## src/rtl/lcdlt_pkg.sv

```systemverilog
`timescale 1ns / 1ps
// Shared widths, timing constants, mode codes and stage payload types for the LCD line timing block.
package lcdlt_pkg;

	// Field and state widths.
	localparam int unsigned FC_W   = 15;
	localparam int unsigned COL_W  = 7;
	localparam int unsigned LINE_W = 8;
	localparam int unsigned CNT_W  = 8;

	// Default frame and line lengths in machine clocks.
	localparam int unsigned FRAME_CLOCKS_DEF = 17556;
	localparam int unsigned LINE_CLOCKS_DEF  = 114;

	// Line and column boundaries of the display modes.
	localparam logic [LINE_W-1:0] VBLANK_LINE  = 8'd145;
	localparam logic [LINE_W-1:0] LAST_VISIBLE = 8'd144;
	localparam logic [COL_W-1:0]  OAM_END      = 7'd21;
	localparam logic [COL_W-1:0]  XFER_END     = 7'd64;

	// Display mode codes as they appear on the mode output.
	typedef enum logic [1:0] {
		MODE_VBLANK = 2'd0,
		MODE_OAM    = 2'd1,
		MODE_XFER   = 2'd2,
		MODE_HBLANK = 2'd3
	} lcd_mode_t;

	// One tick after the frame counter stage.
	typedef struct packed {
		logic            on;       // display enabled on this tick
		logic            black;    // display turned off with a running counter
		logic            fc_zero;  // counter was zero before this tick
		logic [FC_W-1:0] fc;       // frame clock after this tick
	} tick_t;

endpackage

```

## src/rtl/lcdlt_frame_counter.sv

```systemverilog
`timescale 1ns / 1ps
// First stage: frame clock counter with wrap, display-off clear and tick register.
module lcdlt_frame_counter import lcdlt_pkg::*; #(
	parameter int unsigned FRAME_CLOCKS = FRAME_CLOCKS_DEF
) (
	input  logic             clk,
	input  logic             arst_n,
	input  logic             in_valid,
	output logic             in_stall,
	input  logic             lcd_enable,
	input  logic [CNT_W-1:0] clock_count,
	output logic             tick_valid,
	input  logic             tick_stall,
	output tick_t            tick
);

	logic [FC_W-1:0] fc_q;
	logic            valid_s1;
	tick_t           tick_s1;
	logic            take;
	logic [FC_W:0]   sum;
	logic [FC_W:0]   wrapped;
	logic [FC_W-1:0] fc_next;
	tick_t           tick_next;

	// The stage holds while its beat waits downstream.
	assign in_stall = valid_s1 && tick_stall;
	assign take     = in_valid && !in_stall;

	// Advance the counter and wrap once at the frame length.
	always_comb begin
		sum     = {1'b0, fc_q} + (FC_W+1)'(clock_count);
		wrapped = sum - (FC_W+1)'(FRAME_CLOCKS);
		if (sum >= (FC_W+1)'(FRAME_CLOCKS)) begin
			fc_next = wrapped[FC_W-1:0];
		end else begin
			fc_next = sum[FC_W-1:0];
		end
		tick_next.on      = lcd_enable;
		tick_next.black   = !lcd_enable && (fc_q != '0);
		tick_next.fc_zero = (fc_q == '0);
		tick_next.fc      = lcd_enable ? fc_next : '0;
	end

	// Counter state; turning the display off always leaves it at zero.
	always_ff @(posedge clk or negedge arst_n) begin
		if (!arst_n) begin
			fc_q <= '0;
		end else if (take) begin
			fc_q <= tick_next.fc;
		end
	end

	// Stage valid.
	always_ff @(posedge clk or negedge arst_n) begin
		if (!arst_n) begin
			valid_s1 <= 1'b0;
		end else if (!in_stall) begin
			valid_s1 <= in_valid;
		end
	end

	// Stage payload.
	always_ff @(posedge clk) begin
		if (take) begin
			tick_s1 <= tick_next;
		end
	end

	assign tick_valid = valid_s1;
	assign tick       = tick_s1;

	// The counter never reaches the frame length.
	a_fc_range: assert property (@(posedge clk) disable iff (!arst_n)
		fc_q < FC_W'(FRAME_CLOCKS))
		else $error("frame clock out of range");

	// A beat with the display off leaves the counter cleared.
	a_off_clears: assert property (@(posedge clk) disable iff (!arst_n)
		take && !lcd_enable |=> fc_q == '0)
		else $error("frame clock not cleared by display off");

endmodule

```

## src/rtl/lcdlt_line_divide.sv

```systemverilog
`timescale 1ns / 1ps
// Second stage: line index as frame clock divided by the line length, by reciprocal multiply.
module lcdlt_line_divide import lcdlt_pkg::*; #(
	parameter int unsigned LINE_CLOCKS = LINE_CLOCKS_DEF,
	parameter int unsigned QUO_W = $clog2(((2 ** FC_W) - 1) / LINE_CLOCKS + 1)
) (
	input  logic             clk,
	input  logic             arst_n,
	input  logic             tick_valid,
	output logic             tick_stall,
	input  tick_t            tick,
	output logic             div_valid,
	input  logic             div_stall,
	output tick_t            div_tick,
	output logic [QUO_W-1:0] quo
);

	// With a line length below 2**COL_W and a counter of FC_W bits, this
	// rounded-up reciprocal gives the exact quotient for every counter value.
	localparam int unsigned RECIP_SHIFT = FC_W + COL_W;
	localparam int unsigned RECIP = ((2 ** RECIP_SHIFT) + LINE_CLOCKS - 1) / LINE_CLOCKS;
	localparam int unsigned RECIP_W = $clog2(RECIP + 1);
	localparam int unsigned PROD_W = FC_W + RECIP_W;

	logic              valid_s2;
	tick_t             tick_s2;
	logic [QUO_W-1:0]  quo_s2;
	logic [PROD_W-1:0] prod;
	logic [PROD_W-1:0] prod_sh;

	assign tick_stall = valid_s2 && div_stall;

	// Multiply by the reciprocal and keep the integer part.
	always_comb begin
		prod    = PROD_W'(tick.fc) * PROD_W'(RECIP);
		prod_sh = prod >> RECIP_SHIFT;
	end

	// Stage valid.
	always_ff @(posedge clk or negedge arst_n) begin
		if (!arst_n) begin
			valid_s2 <= 1'b0;
		end else if (!tick_stall) begin
			valid_s2 <= tick_valid;
		end
	end

	// Stage payload.
	always_ff @(posedge clk) begin
		if (tick_valid && !tick_stall) begin
			tick_s2 <= tick;
			quo_s2  <= QUO_W'(prod_sh);
		end
	end

	assign div_valid = valid_s2;
	assign div_tick  = tick_s2;
	assign quo       = quo_s2;

endmodule

```

## src/rtl/lcdlt_line_decode.sv

```systemverilog
`timescale 1ns / 1ps
// Third stage: column, line number, mode and pulses, with last-line state and the result register.
module lcdlt_line_decode import lcdlt_pkg::*; #(
	parameter int unsigned LINE_CLOCKS = LINE_CLOCKS_DEF,
	parameter int unsigned QUO_W = $clog2(((2 ** FC_W) - 1) / LINE_CLOCKS + 1)
) (
	input  logic              clk,
	input  logic              arst_n,
	input  logic              div_valid,
	output logic              div_stall,
	input  tick_t             div_tick,
	input  logic [QUO_W-1:0]  quo,
	output logic              out_valid,
	input  logic              out_stall,
	output logic              line_written,
	output logic [LINE_W-1:0] line_number,
	output logic [1:0]        lcd_mode,
	output logic              vblank_pulse,
	output logic              render_pulse,
	output logic              blank_black_pulse,
	output logic              fill_white_pulse
);

	logic              valid_q;
	logic [COL_W-1:0]  last_col_q;
	logic [LINE_W-1:0] last_line_q;
	logic              written_q;
	logic [LINE_W-1:0] line_q;
	lcd_mode_t         mode_q;
	logic              vblank_q;
	logic              render_q;
	logic              black_q;
	logic              white_q;

	logic              take;
	logic [FC_W-1:0]   quo_times;
	logic [FC_W-1:0]   col_full;
	logic [COL_W-1:0]  column;
	logic [QUO_W:0]    line_full;
	logic [LINE_W-1:0] line;
	lcd_mode_t         mode;
	logic              vblank;
	logic              render;
	logic              white;

	assign div_stall = valid_q && out_stall;
	assign take      = div_valid && !div_stall;

	// Column is the remainder left after the whole lines; lines count from one.
	always_comb begin
		quo_times = FC_W'(quo) * FC_W'(LINE_CLOCKS);
		col_full  = div_tick.fc - quo_times;
		column    = col_full[COL_W-1:0];
		line_full = {1'b0, quo} + (QUO_W+1)'(1);
		line      = LINE_W'(line_full);
	end

	// Mode from line first, then from column.
	always_comb begin
		priority if (line >= VBLANK_LINE) begin
			mode = MODE_VBLANK;
		end else if (column < OAM_END) begin
			mode = MODE_OAM;
		end else if (column < XFER_END) begin
			mode = MODE_XFER;
		end else begin
			mode = MODE_HBLANK;
		end
	end

	// Pulses against the line of the previous display-on beat.
	always_comb begin
		vblank = div_tick.on && (line >= VBLANK_LINE) && (last_line_q <= LAST_VISIBLE);
		render = div_tick.on && (last_line_q > LAST_VISIBLE) && (line < LAST_VISIBLE);
		white  = div_tick.on && div_tick.fc_zero && (last_line_q == '0) && (last_col_q == '0);
	end

	// Last column and line follow display-on beats and clear with the black pulse.
	always_ff @(posedge clk or negedge arst_n) begin
		if (!arst_n) begin
			last_col_q  <= '0;
			last_line_q <= '0;
		end else if (take) begin
			if (div_tick.on) begin
				last_col_q  <= column;
				last_line_q <= line;
			end else if (div_tick.black) begin
				last_col_q  <= '0;
				last_line_q <= '0;
			end
		end
	end

	// Result valid.
	always_ff @(posedge clk or negedge arst_n) begin
		if (!arst_n) begin
			valid_q <= 1'b0;
		end else if (!div_stall) begin
			valid_q <= div_valid;
		end
	end

	// Result payload; a display-off beat gives zeros except the black pulse.
	always_ff @(posedge clk) begin
		if (take) begin
			written_q <= div_tick.on;
			line_q    <= div_tick.on ? line : '0;
			mode_q    <= div_tick.on ? mode : MODE_VBLANK;
			vblank_q  <= vblank;
			render_q  <= render;
			black_q   <= div_tick.black;
			white_q   <= white;
		end
	end

	assign out_valid         = valid_q;
	assign line_written      = written_q;
	assign line_number       = line_q;
	assign lcd_mode          = mode_q;
	assign vblank_pulse      = vblank_q;
	assign render_pulse      = render_q;
	assign blank_black_pulse = black_q;
	assign fill_white_pulse  = white_q;

	// A display-off result carries no line number.
	a_off_no_line: assert property (@(posedge clk) disable iff (!arst_n)
		valid_q && !written_q |-> line_q == '0 && !vblank_q && !render_q && !white_q)
		else $error("display-off result carries line data");

	// Black and white fills never come together.
	a_fill_excl: assert property (@(posedge clk) disable iff (!arst_n)
		valid_q |-> !(black_q && white_q))
		else $error("black and white fill in one beat");

	// Entering vblank reports the vblank mode.
	a_vblank_mode: assert property (@(posedge clk) disable iff (!arst_n)
		valid_q && vblank_q |-> mode_q == MODE_VBLANK && line_q >= VBLANK_LINE)
		else $error("vblank pulse without vblank mode");

endmodule

```

## src/rtl/lcd_line_timing.sv

```systemverilog
`timescale 1ns / 1ps
// Top level of the LCD line timing block.
//
// Each input beat is one tick with the display enable bit and the machine clocks
// elapsed since the previous tick; each gives exactly one result beat. The block
// takes one beat per clock while no stage is held by a stall. The three register
// stages are the frame clock counter with its wrap, a reciprocal multiply that
// yields the line index, and a decode stage that forms column, line number, mode
// and pulses into the result register. The frame clock update and the last column
// and line kept for the pulses are the only state carried from beat to beat. Each
// stage holds while the stage after it is full and stalled.
module lcd_line_timing import lcdlt_pkg::*; #(
	parameter int unsigned FRAME_CLOCKS = FRAME_CLOCKS_DEF,
	parameter int unsigned LINE_CLOCKS  = LINE_CLOCKS_DEF
) (
	input  logic              clk,
	input  logic              arst_n,
	input  logic              in_valid,
	output logic              in_stall,
	input  logic              lcd_enable,
	input  logic [CNT_W-1:0]  clock_count,
	output logic              out_valid,
	input  logic              out_stall,
	output logic              line_written,
	output logic [LINE_W-1:0] line_number,
	output logic [1:0]        lcd_mode,
	output logic              vblank_pulse,
	output logic              render_pulse,
	output logic              blank_black_pulse,
	output logic              fill_white_pulse
);

	localparam int unsigned QUO_W = $clog2(((2 ** FC_W) - 1) / LINE_CLOCKS + 1);

	logic             tick_valid;
	logic             tick_stall;
	tick_t            tick;
	logic             div_valid;
	logic             div_stall;
	tick_t            div_tick;
	logic [QUO_W-1:0] quo;

	// Frame clock counter.
	lcdlt_frame_counter #(
		.FRAME_CLOCKS (FRAME_CLOCKS)
	) u_counter (
		.clk         (clk),
		.arst_n      (arst_n),
		.in_valid    (in_valid),
		.in_stall    (in_stall),
		.lcd_enable  (lcd_enable),
		.clock_count (clock_count),
		.tick_valid  (tick_valid),
		.tick_stall  (tick_stall),
		.tick        (tick)
	);

	// Line index.
	lcdlt_line_divide #(
		.LINE_CLOCKS (LINE_CLOCKS),
		.QUO_W       (QUO_W)
	) u_divide (
		.clk        (clk),
		.arst_n     (arst_n),
		.tick_valid (tick_valid),
		.tick_stall (tick_stall),
		.tick       (tick),
		.div_valid  (div_valid),
		.div_stall  (div_stall),
		.div_tick   (div_tick),
		.quo        (quo)
	);

	// Column, mode, pulses and result register.
	lcdlt_line_decode #(
		.LINE_CLOCKS (LINE_CLOCKS),
		.QUO_W       (QUO_W)
	) u_decode (
		.clk               (clk),
		.arst_n            (arst_n),
		.div_valid         (div_valid),
		.div_stall         (div_stall),
		.div_tick          (div_tick),
		.quo               (quo),
		.out_valid         (out_valid),
		.out_stall         (out_stall),
		.line_written      (line_written),
		.line_number       (line_number),
		.lcd_mode          (lcd_mode),
		.vblank_pulse      (vblank_pulse),
		.render_pulse      (render_pulse),
		.blank_black_pulse (blank_black_pulse),
		.fill_white_pulse  (fill_white_pulse)
	);

endmodule

```

## config.mk

```make
export PLATFORM = sky130hd
export DESIGN_NAME = lcd_line_timing
export DESIGN_NICKNAME = d
export VERILOG_FILES = /design/src/rtl/lcdlt_pkg.sv /design/src/rtl/lcdlt_frame_counter.sv /design/src/rtl/lcdlt_line_divide.sv /design/src/rtl/lcdlt_line_decode.sv /design/src/rtl/lcd_line_timing.sv
export SDC_FILE = /design/constraint.sdc
export NUM_CORES = 1
export LEC_CHECK = 0
export BUFFER_PORTS_ARGS = -buffer_cell sky130_fd_sc_hd__buf_4
export CORE_AREA = 2 2 130 226
export CTS_BUF_LIST = sky130_fd_sc_hd__clkbuf_4
export DETAILED_ROUTE_END_ITERATION = 8
export DIE_AREA = 0 0 132 228
export GPL_TIMING_DRIVEN = 0
export PLACE_DENSITY = 0.55
export SETUP_SLACK_MARGIN = 0.5
export SYNTH_ARGS = -nofsm -noshare
export SYNTH_HDL_FRONTEND = slang
export SYNTH_HIERARCHICAL = 1
export SYNTH_SLANG_ARGS = --single-unit
```

## constraint.sdc

```tcl
create_clock -name clk -period 18.1 [get_ports clk]
set_input_delay 0.905 -clock clk [delete_from_list [all_inputs] [get_ports clk]]
set_output_delay 0.905 -clock clk [all_outputs]
set_load 0.01 [all_outputs]
```

==> impl_metrics.csv, run 1 <==
group,metric,value,unit
worst_setup_path,max_stage_delay,0.77,ns
sta,final-setup-viol-count,0,
worst_setup_path,rr_worst_depth,18,
cts,tritoncts,"yes",
cts,numCtsBuffers,9,
finish,post_layout_nonfiller_instances,1247,
cts,clkTransAtPathRegs,0.15,ns
cts,clock_sinks,84,
sta,period_share,0.3569,
global_routing,antenna_found_initial,1,
sta,finalSetupTns,0,ns
drt,drc_errors,0,
floorplan,die_area,0.03010,mm^2
worst_setup_path,required,18.34,ns
cts,cts_root_buf,"clkbuf_4",
global_routing,grt_overflow,0,
worst_setup_path,crit_family,"adder cells",
cts,cts_resized,0,
global_routing,grt_max_degree,34,
worst_setup_path,r2r_start,"u_counter/tick[3]",
worst_setup_path,start_kind,"flip-flop",
cts,cts_hold_buf,0,
drt,first_pass_iters,6,
sta,skew,0.01997,ns
worst_setup_path,worstSetupEndpointType,"flip-flop",
drt,totalWireLength,19510,um
global_routing,grt_pass1_wl,32330,um
worst_setup_path,cp_data_arrival_time,6.70,ns
placed_design,dp_cells,1230,
floorplan,die_width,132,um
drt,vias_per_cell,4.748,
floorplan,io_pins,30,
placed_design,gp_congestion,0.8517,
synth,avgSynthCellArea,10.49,um^2
floorplan,core_area,0.02842,mm^2
worst_setup_path,critPathKind,"reg -> reg",
sta,finalCriticalPeriod,6.460,ns
worst_setup_path,worst_path_max_delay_cell,"fa_1",
synth,mappedNetlistNets,1046,
worst_setup_path,r2r_end,"u_divide/quo[7]",
global_routing,track_usage,0.1353,
job,cap_violations,0,
cts,cts_buffer_depth,2,
cts,insertion_delay,0.44,ns
placed_design,dp_hpwl,16960,um
worst_setup_path,crit_start,"u_counter/tick[3]",
finish,drive_gt1_frac,0.08756,
worst_setup_path,rrSetupSlack,11.64,ns
sta,tightest_slew,0.8922,ns
cts,post_cts_buffers,0,
synth,ys_warn_count,6,
drt,initialDrtViolationCount,194,
status,run_status,"finished, final reports clean",
drt,num_vias,5921,
sta,drv_slew,0,
worst_setup_path,crit_chain,"fa_1 -> inv_1 -> fa_1 -> inv_1 -> fa_1 -> fa_1 -> fa_1 -> inv_1 -> fa_1 -> inv_1 -> ha_1 -> a21oi_1 -> o21ai_0 -> a22o_1 -> a211o_1 -> or4_4 -> a31oi_1 -> xnor2_1",
finish,num-nets-final,1086,
floorplan,start_util,0.3036,
floorplan,placementRows,82,
sta,max_freq,154.8,MHz
sta,relSlewSlack,0.4025,
worst_setup_path,cpMostUsedCell,"fa_1",
sta,rsz0062_at_grt,"no",
worst_setup_path,path_buf_inv,4,
synth,syn_inst,823,
worst_setup_path,crit_fanout,7,
cts,htreeDepth,3,
synth,synth_area,0.008630,mm^2
drt,ant_nets,0,
finish,area_delta_synth_final,9.772,%
drt,drt-wirelength-per-cell,15.65,um
placed_design,port_buffers,29,
floorplan,die_y,228,um
global_routing,grt_pass1_vias,6527,
hold_path,hp-class,"in -> async",
sta,finalHoldViolations,0,
-- stage by stage --
| step | area, um^2 | util | setup slack (ns) | hold WS (ns) |
|---|---|---|---|---|
| 2_1_floorplan | 8630 | - | 12.26 | 0.4003 |
| 3_3_place_gp | 9320 | 0.3279 | 11.58 | 0.4385 |
| 3_5_place_dp | 9323 | 0.3280 | 11.55 | 0.4359 |
| 4_1_cts | 9470 | 0.3332 | 11.53 | 0.3737 |
| 5_1_grt | 9473 | 0.3333 | 11.40 | 0.3662 |
| 6_report | 9473 | 0.3333 | 11.64 | 0.3878 |
-- final cells by class --
cell class                      count  area (um^2)
Clock inverter                      7        80.08
Antenna cell                        1        2.502
Timing Repair Buffer               29        217.7
Tap cell                          378        473.0
Buffer                             15        63.81
Clock buffer                        9        67.56
Fill cell                        2910        18950
Multi-Input combinational cell    588         5700
Sequential cell                    84         2357
Inverter                          136        510.5
-- cell usage in the layout, fill, tap and decap left out, drive strengths merged, types with 5 or more instances in the layout --
cell type	instances
inv	137
nand4	6
a22o	9
clkbuf	20
o21bai	6
xnor2	25
and3	9
edfxtp	51
nor2b	11
nor2	27
fa	81
a21oi	27
a31oi	5
or3	5
nor3	8
and2	14
o21ai	42
nor4	9
a211oi	5
xor2	20
nand3	13
ha	129
a21o	25
nand2	47
dfrtp	33
or2	7
buf	33
-- metal layers --
layer / wire (um) / vias up / global-route usage
met5: 0 / - / 0
met3: 292 / 45 / 0.01089
met4: 996 / 0 / 0.06827
li1: - / 2906 / -
met1: 6689 / 2874 / 0.1231
met2: 11540 / 96 / 0.2861
-- flip-flops by register name, summed over array words and instances (netlist names) --
signal	count
u_decode/vblank_pulse	1
u_counter/tick	18
u_decode/fill_white_pulse	1
u_counter/tick_valid	1
u_decode/out_valid	1
u_divide/div_valid	1
u_decode/lcd_mode	2
u_decode/last_col_q	7
u_divide/div_tick	10
u_decode/render_pulse	1
u_decode/last_line_q	8
u_decode/line_written	1
u_divide/quo	8
u_decode/blank_black_pulse	1
u_counter/fc_q	15
u_decode/line_number	8
-- how the worst max path moves through the flow --
| stage | cells past startpoint | to | slack, ns |
|---|---|---|---|
| after CTS | 18 | u_divide/quo[7] | 11.53 |
| after detailed placement | 18 | u_divide/quo[7] | 11.55 |
| after global placement | 18 | u_divide/quo[7] | 11.58 |
| after floorplan | 18 | u_divide/quo[7] | 12.26 |
| after global routing | 18 | u_divide/quo[7] | 11.40 |
| final | 18 | u_divide/quo[7] | 11.64 |
Power of run 1 is left out: the tool's default activity adds up to more than one toggle a clock period on the data nets, which glitch-free logic cannot reach.
==> run 2, diff against run 1 <==
--- a/config.mk
+++ b/config.mk
@@ -5,11 +5,12 @@
 export SDC_FILE = /design/constraint.sdc
 export NUM_CORES = 1
 export LEC_CHECK = 0
+export ABC_AREA = 1
 export BUFFER_PORTS_ARGS = -buffer_cell sky130_fd_sc_hd__buf_4
-export CORE_AREA = 2 2 130 226
+export CORE_AREA = 2 2 135 236
 export CTS_BUF_LIST = sky130_fd_sc_hd__clkbuf_4
 export DETAILED_ROUTE_END_ITERATION = 8
-export DIE_AREA = 0 0 132 228
+export DIE_AREA = 0 0 137 238
 export GPL_TIMING_DRIVEN = 0
 export PLACE_DENSITY = 0.55
 export SETUP_SLACK_MARGIN = 0.5
==> constraint.sdc (replaced) <==
create_clock -name clk -period 6.75 [get_ports clk]
set_input_delay 0.3375 -clock clk [delete_from_list [all_inputs] [get_ports clk]]
set_output_delay 0.3375 -clock clk [all_outputs]
set_load 0.01 [all_outputs]
==> run 2 against run 1 <==
  * Flip-flop and latch count unchanged
  * Utilization increased by 0.17 points
  * Routed wire length increased by 14%
  * First-iteration DRC count increased by 30%
==> impl_metrics.csv, run 2 <==
group,metric,value,unit
placed_design,port_buffers,29,
cts,clock_sinks,84,
cts,tritoncts,"yes",
floorplan,io_pins,30,
cts,insertion_delay,0.47,ns
drt,ant_nets,0,
hold_path,hp-class,"in -> reg",
cts,cts_resized,0,
cts,cts_root_buf,"clkbuf_4",
sta,drv_slew,0,
worst_setup_path,rrSetupSlack,1.01,ns
sta,finalSetupTns,0,ns
sta,skew,0.03268,ns
drt,initialDrtViolationCount,252,
finish,n_fill_cell,3240,
placed_design,gp_congestion,0.9257,
hold_path,hold_depth,1,
sta,tightest_slew,0.9050,ns
worst_setup_path,crit_fanout,7,
sta,relSlewSlack,0.3960,
finish,num-nets-final,1422,
worst_setup_path,start_kind,"flip-flop",
global_routing,antenna_found_initial,1,
cts,clkTransAtPathRegs,0.15,ns
worst_setup_path,cp_data_arrival_time,5.95,ns
finish,drive_gt1_frac,0.08804,
placed_design,dp_hpwl,19660,um
worst_setup_path,r2r_start,"u_counter/tick[3]",
synth,synth_area,0.009414,mm^2
hold_path,hp-start,"lcd_enable",
synth,syn_inst,1158,
cts,htreeDepth,3,
synth,avgSynthCellArea,8.130,um^2
hold_path,min_to,"u_counter/tick[17]",
global_routing,grt_pass1_wl,35740,um
placed_design,dp_cells,1578,
finish,largest_reg_flops,18,
global_routing,grt_overflow,0,
global_routing,grt_max_degree,34,
finish,area_delta_synth_final,9.011,%
finish,post_layout_nonfiller_instances,1597,
cts,cts_buffer_depth,2,
sta,period_share,0.8508,
cts,numCtsBuffers,9,
synth,mappedNetlistNets,1381,
floorplan,start_util,0.3074,
global_routing,track_usage,0.1430,
worst_setup_path,required,6.96,ns
global_routing,grt_pass1_vias,7512,
drt,first_pass_iters,4,
drt,drt-wirelength-per-cell,13.93,um
synth,ys_warn_count,6,
sta,max_freq,174.1,MHz
floorplan,placementRows,85,
finish,final_util,0.3350,
drt,totalWireLength,22250,um
job,cap_violations,0,
sta,finalCriticalPeriod,5.743,ns
floorplan,die_area,0.03261,mm^2
cts,post_cts_buffers,0,
status,run_status,"finished, final reports clean",
worst_setup_path,worstSetupEndpointType,"flip-flop",
worst_setup_path,r2r_end,"u_divide/quo[1]",
floorplan,die_y,238,um
finish,final_cell_mix,"298 x nand2_1, 247 x inv_1, 129 x ha_1",
floorplan,core_area,0.03063,mm^2
worst_setup_path,critPathKind,"reg -> reg",
sta,rsz0062_at_grt,"no",
finish,final_common_cell,"nand2_1",
worst_setup_path,rr_worst_depth,18,
sta,final-setup-viol-count,0,
drt,num_vias,7276,
drt,vias_per_cell,4.556,
floorplan,die_width,137,um
sta,finalHoldViolations,0,
drt,drc_errors,0,
-- run 2: metal layers --
layer / vias to the layer above / share of wire / track usage / wire [um]
li1: 3718 / - / - / -
met1: 3411 / 0.33 / 0.1242 / 7342
met2: 92 / 0.60 / 0.3006 / 13430
met3: 55 / 0.014 / 0.01445 / 305
met4: 0 / 0.053 / 0.07716 / 1177
met5: - / 0 / 0 / 0
-- run 2: repair_timing --
action | CTS | global route
endpoints found under the setup margin | 0 | 0
endpoints found under the hold margin | 33 | 0
hold buffers | 1 | 0
-- run 2: layout make-up --
class | instances | area (um^2) | share of cell area
clock inverters | 6 | 47.55 | 0.004633
plain buffers | 13 | 83.83 | 0.008169
multi-input cells | 808 | 6027 | 0.5873
well taps | 391 | 489.2 | 0.04767
diodes | 2 | 5.005 | 0.0004877
flip-flops and latches | 84 | 2357 | 0.2297
inverters | 253 | 949.7 | 0.09254
repair buffers | 30 | 227.7 | 0.02219
clock buffers | 10 | 75.07 | 0.007315
-- run 2: worst max-delay path, stage by stage (launching register included) --
cell	delay, ns
edfxtp_1	0.61
fa_1	0.76
inv_1	0.10
fa_1	0.56
inv_1	0.06
fa_1	0.52
fa_1	0.44
fa_1	0.55
inv_1	0.06
fa_1	0.52
inv_1	0.04
ha_1	0.32
nand2_1	0.07
nand2_1	0.09
a21oi_1	0.08
o21ai_0	0.37
nand2_1	0.14
nand3_1	0.11
nand2_1	0.11
-- run 2: stage by stage --
| step | instance area [um^2] | setup WS, ns | hold WS, ns |
|---|---|---|---|
| global placement | 10120 | 1.033 | 0.3258 |
| finish | 10260 | 1.007 | 0.04282 |
| CTS | 10260 | 0.9676 | 0.007146 |
| floorplan | 9414 | 1.720 | 0.04191 |
| global route | 10260 | 0.7743 | 0.006182 |
| detailed placement | 10120 | 0.9661 | 0.3312 |
-- run 2: worst max path at each step --
| stage | start | to | slack, ns |
|---|---|---|---|
| 2_1_floorplan | u_counter/tick[3] | u_divide/quo[3] | 1.72 |
| 3_3_place_gp | u_counter/tick[3] | u_divide/quo[5] | 1.03 |
| 3_5_place_dp | u_counter/tick[3] | u_divide/quo[5] | 0.97 |
| 4_1_cts | u_counter/tick[3] | u_divide/quo[5] | 0.97 |
| 5_1_grt | u_counter/tick[3] | u_divide/quo[5] | 0.77 |
| 6_report | u_counter/tick[3] | u_divide/quo[1] | 1.01 |
Power of run 2 is left out for the same reason.
